<file path="src/hdl/grt_pkg.sv">
// ============================================================================
// grt_pkg
// Shared widths, types and register indexes of the grid ray traversal block.
// ============================================================================
`default_nettype none

package grt_pkg;

    localparam int COORD_WIDTH     = 32;
    localparam int INDEX_WIDTH     = 16;
    localparam int DIST_WIDTH      = 48;
    localparam int DIR_WIDTH       = 16;
    localparam int CFG_WIDTH       = 16;
    localparam int CFG_INDEX_WIDTH = 3;

    typedef logic signed [COORD_WIDTH-1:0] coord_t;
    typedef logic signed [INDEX_WIDTH-1:0] index_t;
    typedef logic signed [DIST_WIDTH-1:0]  dist_t;
    typedef logic signed [DIR_WIDTH-1:0]   dir_t;
    typedef logic [CFG_WIDTH-1:0]          cfg_word_t;
    typedef logic [CFG_INDEX_WIDTH-1:0]    cfg_index_t;

    localparam dist_t DIST_MAX = {1'b0, {(DIST_WIDTH-1){1'b1}}};
    localparam dist_t DIST_MIN = {1'b1, {(DIST_WIDTH-1){1'b0}}};

    // Configuration register indexes.
    localparam cfg_index_t CFG_CELL_SIZE   = 3'd0;
    localparam cfg_index_t CFG_INDEX_X_MIN = 3'd1;
    localparam cfg_index_t CFG_INDEX_X_MAX = 3'd2;
    localparam cfg_index_t CFG_INDEX_Y_MIN = 3'd3;
    localparam cfg_index_t CFG_INDEX_Y_MAX = 3'd4;

    // Command codes.
    localparam logic CMD_START = 1'b0;
    localparam logic CMD_STEP  = 1'b1;

endpackage

`default_nettype wire

</file>
<file path="src/hdl/grid_ray_traversal.sv">
// ============================================================================
// grid_ray_traversal
// Steps a ray through a 2D grid of square cells, at most one cell crossing per step.
// ============================================================================
// Usage: an input transfer carries a command. A start command (cmd 0) takes
// the start point, start cell and direction; the block normalizes the
// direction and sets up per-axis crossing and boundary distances. A step
// command (cmd 1) moves to the next cell along the ray. Every command gives
// exactly one result transfer with the current cell, its inside flag, the
// current point and the previous point.
// Latency: a step result is valid the cycle after its transfer; steps may
// follow each other every cycle while results are taken. A start runs 30
// square-root iterations and six 64-iteration divisions (unit direction,
// crossing and boundary distance per axis) through one shared
// subtract-and-compare unit; a frozen axis skips its distance divisions.
// in_ready is low while a start is being worked on and while a finished
// result waits on a stalled receiver; the result is held until taken.
// Configuration writes are taken every cycle (cfg_ready is always high).
// Reset restores the default configuration and a frozen ray at cell (0,0).
// ============================================================================
`default_nettype none

module grid_ray_traversal (
    input  wire                      clk,
    input  wire                      rst_n,
    input  wire                      cfg_valid,
    output logic                     cfg_ready,
    input  wire grt_pkg::cfg_index_t cfg_index,
    input  wire grt_pkg::cfg_word_t  cfg_data,
    input  wire                      in_valid,
    output logic                     in_ready,
    input  wire                      cmd,
    input  wire grt_pkg::coord_t     start_x,
    input  wire grt_pkg::coord_t     start_y,
    input  wire grt_pkg::index_t     start_cell_x,
    input  wire grt_pkg::index_t     start_cell_y,
    input  wire grt_pkg::dir_t       dir_x,
    input  wire grt_pkg::dir_t       dir_y,
    output logic                     out_valid,
    input  wire                      out_ready,
    output grt_pkg::index_t          cell_x,
    output grt_pkg::index_t          cell_y,
    output logic                     inside_res,
    output grt_pkg::coord_t          point_x,
    output grt_pkg::coord_t          point_y,
    output grt_pkg::coord_t          prev_x,
    output grt_pkg::coord_t          prev_y
);
    import grt_pkg::*;

    localparam logic [3:0] S_IDLE  = 4'd0;
    localparam logic [3:0] S_MULX  = 4'd1;
    localparam logic [3:0] S_MULY  = 4'd2;
    localparam logic [3:0] S_SQRT  = 4'd3;
    localparam logic [3:0] S_ULOAD = 4'd4;
    localparam logic [3:0] S_UDIV  = 4'd5;
    localparam logic [3:0] S_UFIN  = 4'd6;
    localparam logic [3:0] S_MADV  = 4'd7;
    localparam logic [3:0] S_MBND  = 4'd8;
    localparam logic [3:0] S_CDIV  = 4'd9;
    localparam logic [3:0] S_BDIV  = 4'd10;
    localparam logic [3:0] S_BFIN  = 4'd11;
    localparam logic [3:0] S_OUT   = 4'd12;

    localparam logic [5:0] SQRT_LAST = 6'd29;
    localparam logic [5:0] DIV_LAST  = 6'd63;

    // Control and sequencing.
    logic [3:0]  state_reg, state_next;
    logic        axis_reg, axis_next;
    logic [5:0]  cnt_reg, cnt_next;
    // Shared iterative unit: shift register, partial remainder, root.
    logic [63:0] sh_reg, sh_next;
    logic [33:0] rem_reg, rem_next;
    logic [29:0] root_reg, root_next;
    logic [31:0] sq_reg, sq_next;
    logic [15:0] um_reg, um_next;
    logic        mneg_reg, mneg_next;
    logic [40:0] mmag_reg, mmag_next;
    dir_t        dir_reg [2];
    dir_t        dir_next [2];

    // Ray state.
    dir_t        unit_reg [2];
    dir_t        unit_next [2];
    logic [47:0] cross_reg [2];
    logic [47:0] cross_next [2];
    dist_t       bnd_reg [2];
    dist_t       bnd_next [2];
    coord_t      adv_reg [2];
    coord_t      adv_next [2];
    index_t      cell_reg [2];
    index_t      cell_next [2];
    coord_t      pnt_reg [2];
    coord_t      pnt_next [2];
    coord_t      prv_reg [2];
    coord_t      prv_next [2];

    // Configuration.
    logic [15:0] cs_reg, cs_next;
    index_t      xmin_reg, xmin_next;
    index_t      xmax_reg, xmax_next;
    index_t      ymin_reg, ymin_next;
    index_t      ymax_reg, ymax_next;

    // Result register.
    logic        out_valid_reg, out_valid_next;
    index_t      ocx_reg, ocx_next;
    index_t      ocy_reg, ocy_next;
    logic        oin_reg, oin_next;
    coord_t      opx_reg, opx_next;
    coord_t      opy_reg, opy_next;
    coord_t      oqx_reg, oqx_next;
    coord_t      oqy_reg, oqy_next;

    // Shared multiplier.
    logic signed [16:0] mul_a;
    logic signed [16:0] mul_b;
    logic signed [33:0] prod;

    // Shared subtract-and-compare step.
    logic        is_sqrt;
    logic [29:0] div_d;
    logic [33:0] sub_a;
    logic [33:0] sub_b;
    logic [34:0] diff;
    logic        ge;
    logic [33:0] rem_it;
    logic [63:0] sh_it;
    logic [29:0] root_it;

    // Working values.
    logic        out_free;
    logic        in_fire;
    logic [15:0] dmag;
    logic [15:0] qmag;
    logic [25:0] advmag;
    logic signed [41:0] mval;
    logic        uneg;
    logic        bneg;
    logic        fx;
    logic        fy;
    logic        step_x;
    logic        step_y;
    logic        sel_axis;
    logic signed [48:0] bsum;
    dist_t       bsat;
    index_t      cell_step;

    function automatic logic in_bounds(input index_t cx, input index_t cy,
                                       input index_t x0, input index_t x1,
                                       input index_t y0, input index_t y1);
        in_bounds = (cx >= x0) && (cx < x1) && (cy >= y0) && (cy < y1);
    endfunction

    assign out_free  = !out_valid_reg || out_ready;
    assign in_ready  = (state_reg == S_IDLE) && out_free;
    assign in_fire   = in_valid && in_ready;
    assign cfg_ready = 1'b1;

    assign out_valid  = out_valid_reg;
    assign cell_x     = ocx_reg;
    assign cell_y     = ocy_reg;
    assign inside_res = oin_reg;
    assign point_x    = opx_reg;
    assign point_y    = opy_reg;
    assign prev_x     = oqx_reg;
    assign prev_y     = oqy_reg;

    always_comb
    begin
        unique case (state_reg)
            S_MULX:
            begin
                mul_a = 17'(dir_reg[0]);
                mul_b = 17'(dir_reg[0]);
            end
            S_MULY:
            begin
                mul_a = 17'(dir_reg[1]);
                mul_b = 17'(dir_reg[1]);
            end
            S_MADV:
            begin
                mul_a = {1'b0, um_reg};
                mul_b = {1'b0, cs_reg};
            end
            default:
            begin
                mul_a = 17'(cell_reg[axis_reg]);
                mul_b = {1'b0, cs_reg};
            end
        endcase
        prod = mul_a * mul_b;
    end

    always_comb
    begin
        is_sqrt = (state_reg == S_SQRT);
        div_d   = (state_reg == S_UDIV) ? root_reg : {14'd0, um_reg};
        if (is_sqrt)
        begin
            sub_a = {rem_reg[31:0], sh_reg[63:62]};
            sub_b = {2'b00, root_reg, 2'b01};
        end
        else
        begin
            sub_a = {rem_reg[32:0], sh_reg[63]};
            sub_b = {4'd0, div_d};
        end
        diff    = {1'b0, sub_a} - {1'b0, sub_b};
        ge      = !diff[34];
        rem_it  = ge ? diff[33:0] : sub_a;
        sh_it   = is_sqrt ? {sh_reg[61:0], 2'b00} : {sh_reg[62:0], ge};
        root_it = {root_reg[28:0], ge};
    end

    // Step datapath: the axis with the nearer boundary moves, ties go to y.
    always_comb
    begin
        fx        = (unit_reg[0] == '0);
        fy        = (unit_reg[1] == '0);
        step_x    = !fx && (fy || (bnd_reg[0] < bnd_reg[1]));
        step_y    = !step_x && !fy;
        sel_axis  = !step_x;
        bsum      = 49'(bnd_reg[sel_axis]) + 49'({1'b0, cross_reg[sel_axis]});
        bsat      = (bsum > 49'(DIST_MAX)) ? DIST_MAX : bsum[47:0];
        cell_step = cell_reg[sel_axis] + (unit_reg[sel_axis][15] ? '1 : index_t'(1));
    end

    always_comb
    begin
        dmag   = dir_reg[axis_reg][15] ? 16'(-dir_reg[axis_reg]) : dir_reg[axis_reg];
        qmag   = sh_reg[15:0];
        uneg   = unit_reg[axis_reg][15];
        advmag = 26'((prod[31:0] + 32'd32) >> 6);
        mval   = (42'(prod) <<< 8) - 42'(pnt_reg[axis_reg])
                 + (uneg ? 42'sd0 : 42'({cs_reg, 8'd0}));
        bneg   = mneg_reg ^ uneg;
    end

    always_comb
    begin
        state_next     = state_reg;
        axis_next      = axis_reg;
        cnt_next       = cnt_reg;
        sh_next        = sh_reg;
        rem_next       = rem_reg;
        root_next      = root_reg;
        sq_next        = sq_reg;
        um_next        = um_reg;
        mneg_next      = mneg_reg;
        mmag_next      = mmag_reg;
        dir_next       = dir_reg;
        unit_next      = unit_reg;
        cross_next     = cross_reg;
        bnd_next       = bnd_reg;
        adv_next       = adv_reg;
        cell_next      = cell_reg;
        pnt_next       = pnt_reg;
        prv_next       = prv_reg;
        cs_next        = cs_reg;
        xmin_next      = xmin_reg;
        xmax_next      = xmax_reg;
        ymin_next      = ymin_reg;
        ymax_next      = ymax_reg;
        out_valid_next = out_valid_reg && !out_ready;
        ocx_next       = ocx_reg;
        ocy_next       = ocy_reg;
        oin_next       = oin_reg;
        opx_next       = opx_reg;
        opy_next       = opy_reg;
        oqx_next       = oqx_reg;
        oqy_next       = oqy_reg;

        if (cfg_valid)
        begin
            unique case (cfg_index)
                CFG_CELL_SIZE:   cs_next   = cfg_data;
                CFG_INDEX_X_MIN: xmin_next = index_t'(signed'(cfg_data));
                CFG_INDEX_X_MAX: xmax_next = index_t'(signed'(cfg_data));
                CFG_INDEX_Y_MIN: ymin_next = index_t'(signed'(cfg_data));
                CFG_INDEX_Y_MAX: ymax_next = index_t'(signed'(cfg_data));
                default:         ;
            endcase
        end

        unique case (state_reg)
            S_IDLE:
            begin
                if (in_fire && (cmd == CMD_STEP))
                begin
                    prv_next = pnt_reg;
                    pnt_next[0] = pnt_reg[0] + adv_reg[0];
                    pnt_next[1] = pnt_reg[1] + adv_reg[1];
                    if (step_x || step_y)
                    begin
                        bnd_next[sel_axis]  = bsat;
                        cell_next[sel_axis] = cell_step;
                    end
                    out_valid_next = 1'b1;
                    ocx_next = cell_next[0];
                    ocy_next = cell_next[1];
                    oin_next = in_bounds(cell_next[0], cell_next[1],
                                         xmin_reg, xmax_reg, ymin_reg, ymax_reg);
                    opx_next = pnt_next[0];
                    opy_next = pnt_next[1];
                    oqx_next = pnt_reg[0];
                    oqy_next = pnt_reg[1];
                end
                else if (in_fire)
                begin
                    dir_next[0]  = dir_x;
                    dir_next[1]  = dir_y;
                    cell_next[0] = start_cell_x;
                    cell_next[1] = start_cell_y;
                    pnt_next[0]  = start_x;
                    pnt_next[1]  = start_y;
                    prv_next[0]  = start_x;
                    prv_next[1]  = start_y;
                    state_next   = S_MULX;
                end
            end
            S_MULX:
            begin
                sq_next    = prod[31:0];
                state_next = S_MULY;
            end
            S_MULY:
            begin
                sh_next    = {sq_reg + prod[31:0], 32'd0};
                rem_next   = '0;
                root_next  = '0;
                cnt_next   = '0;
                state_next = S_SQRT;
            end
            S_SQRT:
            begin
                sh_next   = sh_it;
                rem_next  = rem_it;
                root_next = root_it;
                cnt_next  = cnt_reg + 6'd1;
                if (cnt_reg == SQRT_LAST)
                begin
                    axis_next  = 1'b0;
                    state_next = S_ULOAD;
                end
            end
            S_ULOAD:
            begin
                if (root_reg == '0)
                begin
                    // Zero direction vector: the axis is frozen.
                    unit_next[axis_reg]  = '0;
                    adv_next[axis_reg]   = '0;
                    cross_next[axis_reg] = DIST_MAX;
                    bnd_next[axis_reg]   = DIST_MAX;
                    axis_next  = 1'b1;
                    state_next = axis_reg ? S_OUT : S_ULOAD;
                end
                else
                begin
                    sh_next    = {20'd0, dmag, 28'd0} + {35'd0, root_reg[29:1]};
                    rem_next   = '0;
                    cnt_next   = '0;
                    state_next = S_UDIV;
                end
            end
            S_UDIV, S_CDIV, S_BDIV:
            begin
                sh_next  = sh_it;
                rem_next = rem_it;
                cnt_next = cnt_reg + 6'd1;
                if (cnt_reg == DIV_LAST)
                begin
                    priority case (state_reg)
                        S_UDIV: state_next = S_UFIN;
                        S_CDIV:
                        begin
                            cross_next[axis_reg] = sh_it[47:0];
                            sh_next  = {1'b0, mmag_reg, 22'd0} + {49'd0, um_reg[15:1]};
                            rem_next = '0;
                            cnt_next = '0;
                            state_next = S_BDIV;
                        end
                        default: state_next = S_BFIN;
                    endcase
                end
            end
            S_UFIN:
            begin
                unit_next[axis_reg] = dir_reg[axis_reg][15] ? -qmag : qmag;
                um_next = qmag;
                if (qmag == '0)
                begin
                    // A component that rounds to zero freezes its axis.
                    adv_next[axis_reg]   = '0;
                    cross_next[axis_reg] = DIST_MAX;
                    bnd_next[axis_reg]   = DIST_MAX;
                    axis_next  = 1'b1;
                    state_next = axis_reg ? S_OUT : S_ULOAD;
                end
                else
                begin
                    state_next = S_MADV;
                end
            end
            S_MADV:
            begin
                adv_next[axis_reg] = uneg ? -coord_t'(advmag) : coord_t'(advmag);
                state_next = S_MBND;
            end
            S_MBND:
            begin
                mneg_next  = mval[41];
                mmag_next  = mval[41] ? 41'(-mval) : mval[40:0];
                sh_next    = {18'd0, cs_reg, 30'd0} + {49'd0, um_reg[15:1]};
                rem_next   = '0;
                cnt_next   = '0;
                state_next = S_CDIV;
            end
            S_BFIN:
            begin
                if (bneg)
                begin
                    bnd_next[axis_reg] = (sh_reg > 64'h0000_8000_0000_0000) ? DIST_MIN
                                         : -dist_t'(sh_reg[47:0]);
                end
                else
                begin
                    bnd_next[axis_reg] = (sh_reg > 64'(DIST_MAX)) ? DIST_MAX
                                         : dist_t'(sh_reg[47:0]);
                end
                axis_next  = 1'b1;
                state_next = axis_reg ? S_OUT : S_ULOAD;
            end
            S_OUT:
            begin
                if (out_free)
                begin
                    out_valid_next = 1'b1;
                    ocx_next = cell_reg[0];
                    ocy_next = cell_reg[1];
                    oin_next = in_bounds(cell_reg[0], cell_reg[1],
                                         xmin_reg, xmax_reg, ymin_reg, ymax_reg);
                    opx_next = pnt_reg[0];
                    opy_next = pnt_reg[1];
                    oqx_next = prv_reg[0];
                    oqy_next = prv_reg[1];
                    state_next = S_IDLE;
                end
            end
            default:
            begin
                state_next = S_IDLE;
            end
        endcase
    end

    always_ff @(posedge clk or negedge rst_n)
    begin
        if (!rst_n)
        begin
            state_reg     <= S_IDLE;
            axis_reg      <= 1'b0;
            cnt_reg       <= '0;
            out_valid_reg <= 1'b0;
            cs_reg        <= 16'd32;
            xmin_reg      <= index_t'(0);
            xmax_reg      <= index_t'(64);
            ymin_reg      <= index_t'(0);
            ymax_reg      <= index_t'(64);
            for (int a = 0; a < 2; a++)
            begin
                unit_reg[a]  <= '0;
                cross_reg[a] <= '0;
                bnd_reg[a]   <= '0;
                adv_reg[a]   <= '0;
                cell_reg[a]  <= '0;
                pnt_reg[a]   <= '0;
                prv_reg[a]   <= '0;
            end
        end
        else
        begin
            state_reg     <= state_next;
            axis_reg      <= axis_next;
            cnt_reg       <= cnt_next;
            out_valid_reg <= out_valid_next;
            cs_reg        <= cs_next;
            xmin_reg      <= xmin_next;
            xmax_reg      <= xmax_next;
            ymin_reg      <= ymin_next;
            ymax_reg      <= ymax_next;
            unit_reg      <= unit_next;
            cross_reg     <= cross_next;
            bnd_reg       <= bnd_next;
            adv_reg       <= adv_next;
            cell_reg      <= cell_next;
            pnt_reg       <= pnt_next;
            prv_reg       <= prv_next;
        end
    end

    always_ff @(posedge clk)
    begin
        sh_reg   <= sh_next;
        rem_reg  <= rem_next;
        root_reg <= root_next;
        sq_reg   <= sq_next;
        um_reg   <= um_next;
        mneg_reg <= mneg_next;
        mmag_reg <= mmag_next;
        dir_reg  <= dir_next;
        ocx_reg  <= ocx_next;
        ocy_reg  <= ocy_next;
        oin_reg  <= oin_next;
        opx_reg  <= opx_next;
        opy_reg  <= opy_next;
        oqx_reg  <= oqx_next;
        oqy_reg  <= oqy_next;
    end

endmodule

`default_nettype wire

</file>
<file path="config.mk">
export PLATFORM = sky130hd
export DESIGN_NAME = grid_ray_traversal
export DESIGN_NICKNAME = d
export VERILOG_FILES = /design/src/hdl/grt_pkg.sv /design/src/hdl/grid_ray_traversal.sv
export SDC_FILE = /design/constraint.sdc
export NUM_CORES = 2
export LEC_CHECK = 0
export ABC_AREA = 1
export BUFFER_PORTS_ARGS = -buffer_cell sky130_fd_sc_hd__buf_4
export CAP_MARGIN = 20
export CORE_AREA = 2 2 358 360
export DETAILED_ROUTE_END_ITERATION = 6
export DIE_AREA = 0 0 360 362
export PLACE_DENSITY_LB_ADDON = 0.05
export SETUP_SLACK_MARGIN = 0.4
export SLEW_MARGIN = 30
export SYNTH_ARGS = -nofsm -noshare
export SYNTH_HDL_FRONTEND = slang
export SYNTH_SLANG_ARGS = --single-unit
</file>
<file path="constraint.sdc">
create_clock -name clk -period 11 [get_ports clk]
set_input_delay 1.65 -clock clk [delete_from_list [all_inputs] [get_ports clk]]
set_output_delay 1.65 -clock clk [all_outputs]
set_load 0.01 [all_outputs]
</file>
---- Word-level counts from Yosys, hierarchy flattened ----
Index checks and enable logic that the tools add are counted.
storage, ports and cells
  memory bits (writable) .................. 0
  bits in latches ......................... 0
  flip-flop bits (word level) ............. 950
  memory bits (read-only) ................. 0
  word-level logic and storage cells ...... 305
  memories ................................ 0
  output and inout port bits .............. 164
cells by class
  equality and inequality tests ........... 29
  order comparisons ....................... 16
  reduce and logical (&&, ||, !) cells .... 57
  multiplexer cells ....................... 132
  $mul .................................... 1
  bitwise operators ....................... 13
  add/sub/neg operators ................... 18
  shift operators ......................... 0
  div/mod/pow operators ................... 0
operators by type and width
  cell                                                   number
  two-way mux 96 bit                                     9
  two-way mux 32 bit                                     20
  two-way mux 64 bit                                     9
  two-way mux 48 bit                                     11
  bitwise mux 96 bit                                     4
  two-way mux 16 bit                                     24
  one-hot mux 96 bit (4 select lines)                    1
  one-hot mux 32 bit (2 select lines)                    5
  one-hot mux 64 bit (5 select lines)                    1
  one-hot mux 96 bit (3 select lines)                    1
  one-hot mux 64 bit (3 select lines)                    1
  OR 94 bit                                              2
  two-way mux 33 bit                                     4
  one-hot mux 33 bit (4 select lines)                    1
  adder 32 bit                                           3
  demux 48 bit (select 1 bit)                            2
  adder 63 x 15 -> 64 bit                                1
  bitwise AND 64 bit                                     1
  bitwise mux 32 bit                                     2
  bitwise mux 64 bit                                     1
  greater-or-equal comparator 16 bit                     4
  > comparator 64 x 47 -> 1 bit (second input constant)  1
  > comparator 64 x 48 -> 1 bit (second input constant)  1
  less-than comparator 16 bit                            4
  72 further kinds                                       153

---- Depth between registers and ports, before layout ----
  depth in word-level cells ............... 20
  gate-level depth with buffers ........... 58

---- Worst setup path after synthesis ----
Ideal clock, no wire load.
  path type ............................... input-to-reg
  from .................................... input port out_ready
  to ...................................... register ocx_reg[0], in the netlist cell_x[0] (enable)
  path buffers ............................ 2
  required time ........................... 10.265 ns
  stages on the path ...................... 8
  slack ................................... -0.147 ns
  data arrival time ....................... 10.412 ns
  path through ............................ nor2_1 -> nor2_1 -> nand2_1 -> inv_2 -> nand2_1 -> clkbuf_1 -> buf_1 -> a21oi_1
between the ends
  longest elaborated chain between the ends .. 6
  elaborated cells on any way between the ends .. 7
ends and longest elaborated chain
  element                                          line                       source
  from (decl)                                      grid_ray_traversal.sv:40   input wire out_ready,
  logical OR 1 bit                                 grid_ray_traversal.sv:156  assign out_free = !out_valid_reg || out_ready;
  logical AND 1 bit                                grid_ray_traversal.sv:157  assign in_ready = (state_reg == S_IDLE) && out_free;
  via in_ready                                     grid_ray_traversal.sv:31   output logic in_ready,
  logical AND 1 bit                                grid_ray_traversal.sv:158  assign in_fire = in_valid && in_ready;
  logical AND 1 bit                                grid_ray_traversal.sv:291  if (in_fire && (cmd == CMD_STEP))
  inequality test 2 x 1 -> 1 bit (no source line)  --
  AND reduction 3 bit (no source line)             --
  to (signal assigned)                             grid_ray_traversal.sv:515  ocx_reg <= ocx_next;
  to (decl)                                        grid_ray_traversal.sv:108  index_t ocx_reg, ocx_next;
The timed path passes the listed nets, and every way through them passes these cells.
A chain may end at the register's enable or synchronous reset.

---- Worst setup path after layout ----
  from .................................... register axis_reg
  to ...................................... register mmag_reg[26], data pin
between the ends
  longest elaborated chain between the ends .. 10
  elaborated cells on any way between the ends .. 17
ends and longest elaborated chain
  element                                                   line                       source
  from (decl)                                               grid_ray_traversal.sv:70   logic axis_reg, axis_next;
  from (signal assigned)                                    grid_ray_traversal.sv:487  axis_reg <= axis_next;
  NOT 1 -> 2 bit (implied by the code) *                    grid_ray_traversal.sv:190  mul_a = 17'(cell_reg[axis_reg]);
  two-way mux 16 bit (implied by the code) * (3 in series)  grid_ray_traversal.sv:190
  one-hot mux 17 bit (3 select lines) *                     grid_ray_traversal.sv:172  unique case (state_reg)
  multiplier 17 x 17 -> 34 bit *                            grid_ray_traversal.sv:194  prod = mul_a * mul_b;
  via prod[12]                                              grid_ray_traversal.sv:119  logic signed [33:0] prod;
  subtractor 42 bit *                                       grid_ray_traversal.sv:237  mval = (42'(prod) <<< 8) - 42'(pnt_reg[axis_reg])
  adder 42 x 24 -> 42 bit *                                 grid_ray_traversal.sv:238  + (uneg ? 42'sd0 : 42'({cs_reg, 8'd0}));
  negator 41 bit                                            grid_ray_traversal.sv:416  mmag_next = mval[41] ? 41'(-mval) : mval[40:0];
  two-way mux 41 bit *                                      grid_ray_traversal.sv:416
  to (signal assigned)                                      grid_ray_traversal.sv:513  mmag_reg <= mmag_next;
  to (decl)                                                 grid_ray_traversal.sv:79   logic [40:0] mmag_reg, mmag_next;
The timed path passes the listed nets; every way through them passes the cells marked *. The select of a mux whose other input is x is not followed.

==> flow_metrics.py <==
metrics = {
    "placed_design": {
        "port-buffer-count": 315,
        "gp_congestion": 1.07,
        "dp_hpwl_um": 208000,
    },
    "clock_network": {
        "cts_sinks": 950,
        "cts-buffers-inserted": 105,
        "clkTransAtPathRegs_ps": 60,
        "clk_path_buf_depth": 3,
        "htreeDepth": 3,
        "clock-root-buffer": "clkbuf_16",
        "cts_tree": "yes",
        "clk_latency_ps": 760,
    },
    "synthesis": {
        "async_reset_ff_share_pct": 56.8,
        "synthCells": 9650,
        "synth_edf_count": 410,
        "ys_seq_area_share_pct": 34.3,
        "synth_most_common_cell": "nand2_1",
        "ys.flop_type": "dfrtp_1",
        "ys_top_cells_by_area": "dfrtp_1 18%, edfxtp_1 16%, nand2_1 12%",
        "synth-seq-cells": 950,
        "synth_compound_area_share_pct": 16.2,
        "synth_xor_xnor_area_share_pct": 3.96,
        "synth_area_mm2": 0.0753,
        "synth.area.mux_share_pct": 0.0266,
        "synth_top_family_by_area": "simple AND/OR/NAND/NOR gates",
        "synth_top_area_share_pct": 17.8,
        "synth-simple-area-share_pct": 20.1,
        "ys_warn_count": 0,
        "synth_cell_type_count": 72,
        "synth-adder-area-share_pct": 16.8,
        "synth_nets": 10600,
        "synth_area_leader_cell": "dfrtp_1",
        "ys_top_cells_by_count": "2446 x nand2_1, 1304 x inv_1, 884 x o21ai_0",
        "syn_avg_cell_area_um2": 7.81,
    },
    "sta": {
        "fin_setup_tns_ps": 0,
        "finalHoldViolCount": 0,
        "setup_viol_count_final": 0,
        "clock_skew_ps": 68.4,
        "slew_violations": 0,
        "max_freq_mhz": 99.0,
        "finalCritPeriodShare_pct": 91.8,
        "slew_headroom_pct": 30.4,
        "worst_pin_slew_ps": 1030,
        "period_minus_slack_ps": 10100,
        "rsz0062_at_grt": "false",
    },
    "critical_path": {
        "slowest_delay_ps": 780,
        "critPathMaxFanout": 31,
        "cp.required_ps": 11490,
        "reg2regPathDepth": 40,
        "worstPathArrival_ps": 10590,
        "ff2ff_setup_slack_ps": 900,
        "r2r-start": "axis_reg$_DFFE_PN0P_",
        "r2r_end": "mmag_reg[26]$_DFFE_PN_",
        "worstSetupStartpointType": "register",
        "worstSetupPathType": "reg2reg",
        "cp_slowest_cell": "dfrtp_4",
        "endpoint_kind": "register",
    },
    "global_route": {
        "grt_pass1_wl_um": 409000,
        "grt_pass1_vias": 68400,
        "grt_start_max_net_pins": 154,
        "antenna_found_initial": 5,
        "grt_overflow_total": 0,
        "grt_usage_pct": 40.7,
    },
    "floorplanning": {
        "die_w_um": 360,
        "fp.coreArea_mm2": 0.127,
        "num_rows": 131,
        "die_h_um": 362,
        "start_util_pct": 59.5,
        "pin_count": 317,
        "die_area_mm2": 0.130,
    },
    "run": {
        "maxCapViolations": 0,
    },
    "detailed_routing": {
        "vias_per_cell": 6.08,
        "post_drt_wl_per_cell_um": 22.9,
        "vias": 71200,
        "drc": 0,
        "drtIter0Drc": 8710,
        "routed_wl_um": 268000,
        "final_antenna_net_count": 0,
        "first_pass_iters": 6,
    },
    "run_status": {
        "status": "completed",
    },
    "finish": {
        "nFillCells": 10700,
        "drive_gt1_share_pct": 9.42,
        "area_growth_pct": 12.2,
        "multi_input_area_mm2": 0.0436,
        "seq_area_mm2": 0.0258,
        "final_nets": 10900,
    },
    "min_path": {
        "hold_end": "ymax_reg[2]$_DFFE_PN0P_",
        "min-delay-path-class": "reg2reg",
        "min_from": "ymax_reg[2]$_DFFE_PN0P_",
        "hold_depth": 2,
    },
}
## cell usage in the layout, fill, tap and decap left out, drive strengths merged, types with 122 or more instances in the layout
master / count
a21oi: 513
a31oi: 122
buf: 565
clkbuf: 147
dfrtp: 537
edfxtp: 410
fa: 318
ha: 503
inv: 1329
nand2: 2456
nand3: 309
nor2: 747
o211ai: 130
o21ai: 913
xor2: 216
## metal layers
metal  vias to the layer above  GRT usage, %  share of wire, %
met3                       749          8.74                10
li1                      32600             -                 -
met4                         4          21.4               6.0
met2                      3793          63.1                45
met5                         -             0             0.011
met1                     34100          53.9                39
## stage by stage
step / utilization, % / instances / instance area (µm²) / setup WS [ps] / hold WS (ps)
floorplan: - / 9650 / 75300 / 895 / 424
finish: 66.7 / 11700 / 84500 / 900 / 484
detailed placement: 63.4 / 11500 / 80300 / 234 / 474
CTS: 66.3 / 11700 / 84000 / 463 / 489
global placement: 63.4 / 11500 / 80300 / 296 / 466
global route: 66.7 / 11700 / 84500 / 358 / 510
## critical path: cells and delay by family, from the launching register on
family / cells / cell delay (ps)
adder cells (fa/ha/maj): 9 / 3980
AO/OA/AOI/OAI: 6 / 1400
flip-flops: 1 / 780
XOR/XNOR: 3 / 790
AND/OR/NAND/NOR: 10 / 1250
buffers and inverters: 12 / 1650
## kinds of logic (layout without fill, tap and decap cells)
group	after synthesis	count (layout)
and+or+nand+nor	3754	3754
xor gates and xnor gates	327	327
DFF	950	950
other	2	4
AOI/OAI and AO/OA	2091	2091
muxes	2	2
adders and majority gates	821	821
buffers and inverters	1703	2109
## area by class of cell
class | instances | area share [%]
Multi-Input combinational cell | 6997 | 51.5
Clock inverter | 52 | 0.823
Inverter | 1345 | 6.01
Clock buffer | 147 | 3.48
Antenna cell | 2 | 0.00592
Sequential cell | 950 | 30.6
Timing Repair Buffer | 565 | 5.14
Tap cell | 1662 | 2.46
## worst max path at each step
stage / startpoint / endpoint / slack (ps) / cells past startpoint
2_1_floorplan: state_reg[2]$_DFFE_PN0P_ / mmag_reg[34]$_DFFE_PN_ / 890 / 47
3_3_place_gp: state_reg[2]$_DFFE_PN0P_ / mmag_reg[38]$_DFFE_PN_ / 300 / 46
3_5_place_dp: state_reg[2]$_DFFE_PN0P_ / mmag_reg[36]$_DFFE_PN_ / 230 / 47
4_1_cts: state_reg[2]$_DFFE_PN0P_ / mmag_reg[38]$_DFFE_PN_ / 460 / 51
5_1_grt: state_reg[1]$_DFFE_PN0P_ / mmag_reg[36]$_DFFE_PN_ / 360 / 51
6_report: axis_reg$_DFFE_PN0P_ / mmag_reg[26]$_DFFE_PN_ / 900 / 40
## repair_timing
item | CTS | global route
hold buffers | 0 | 0
pin swaps | 0 | 13
setup endpoints to repair | 7 | 43
endpoints found under the hold margin | 0 | 0
gates resized for setup | 3 | 95
buffers inserted | 0 | 18
Power is left out: the tool's default activity adds up to more than one toggle a clock period on the data nets, which glitch-free logic cannot reach.
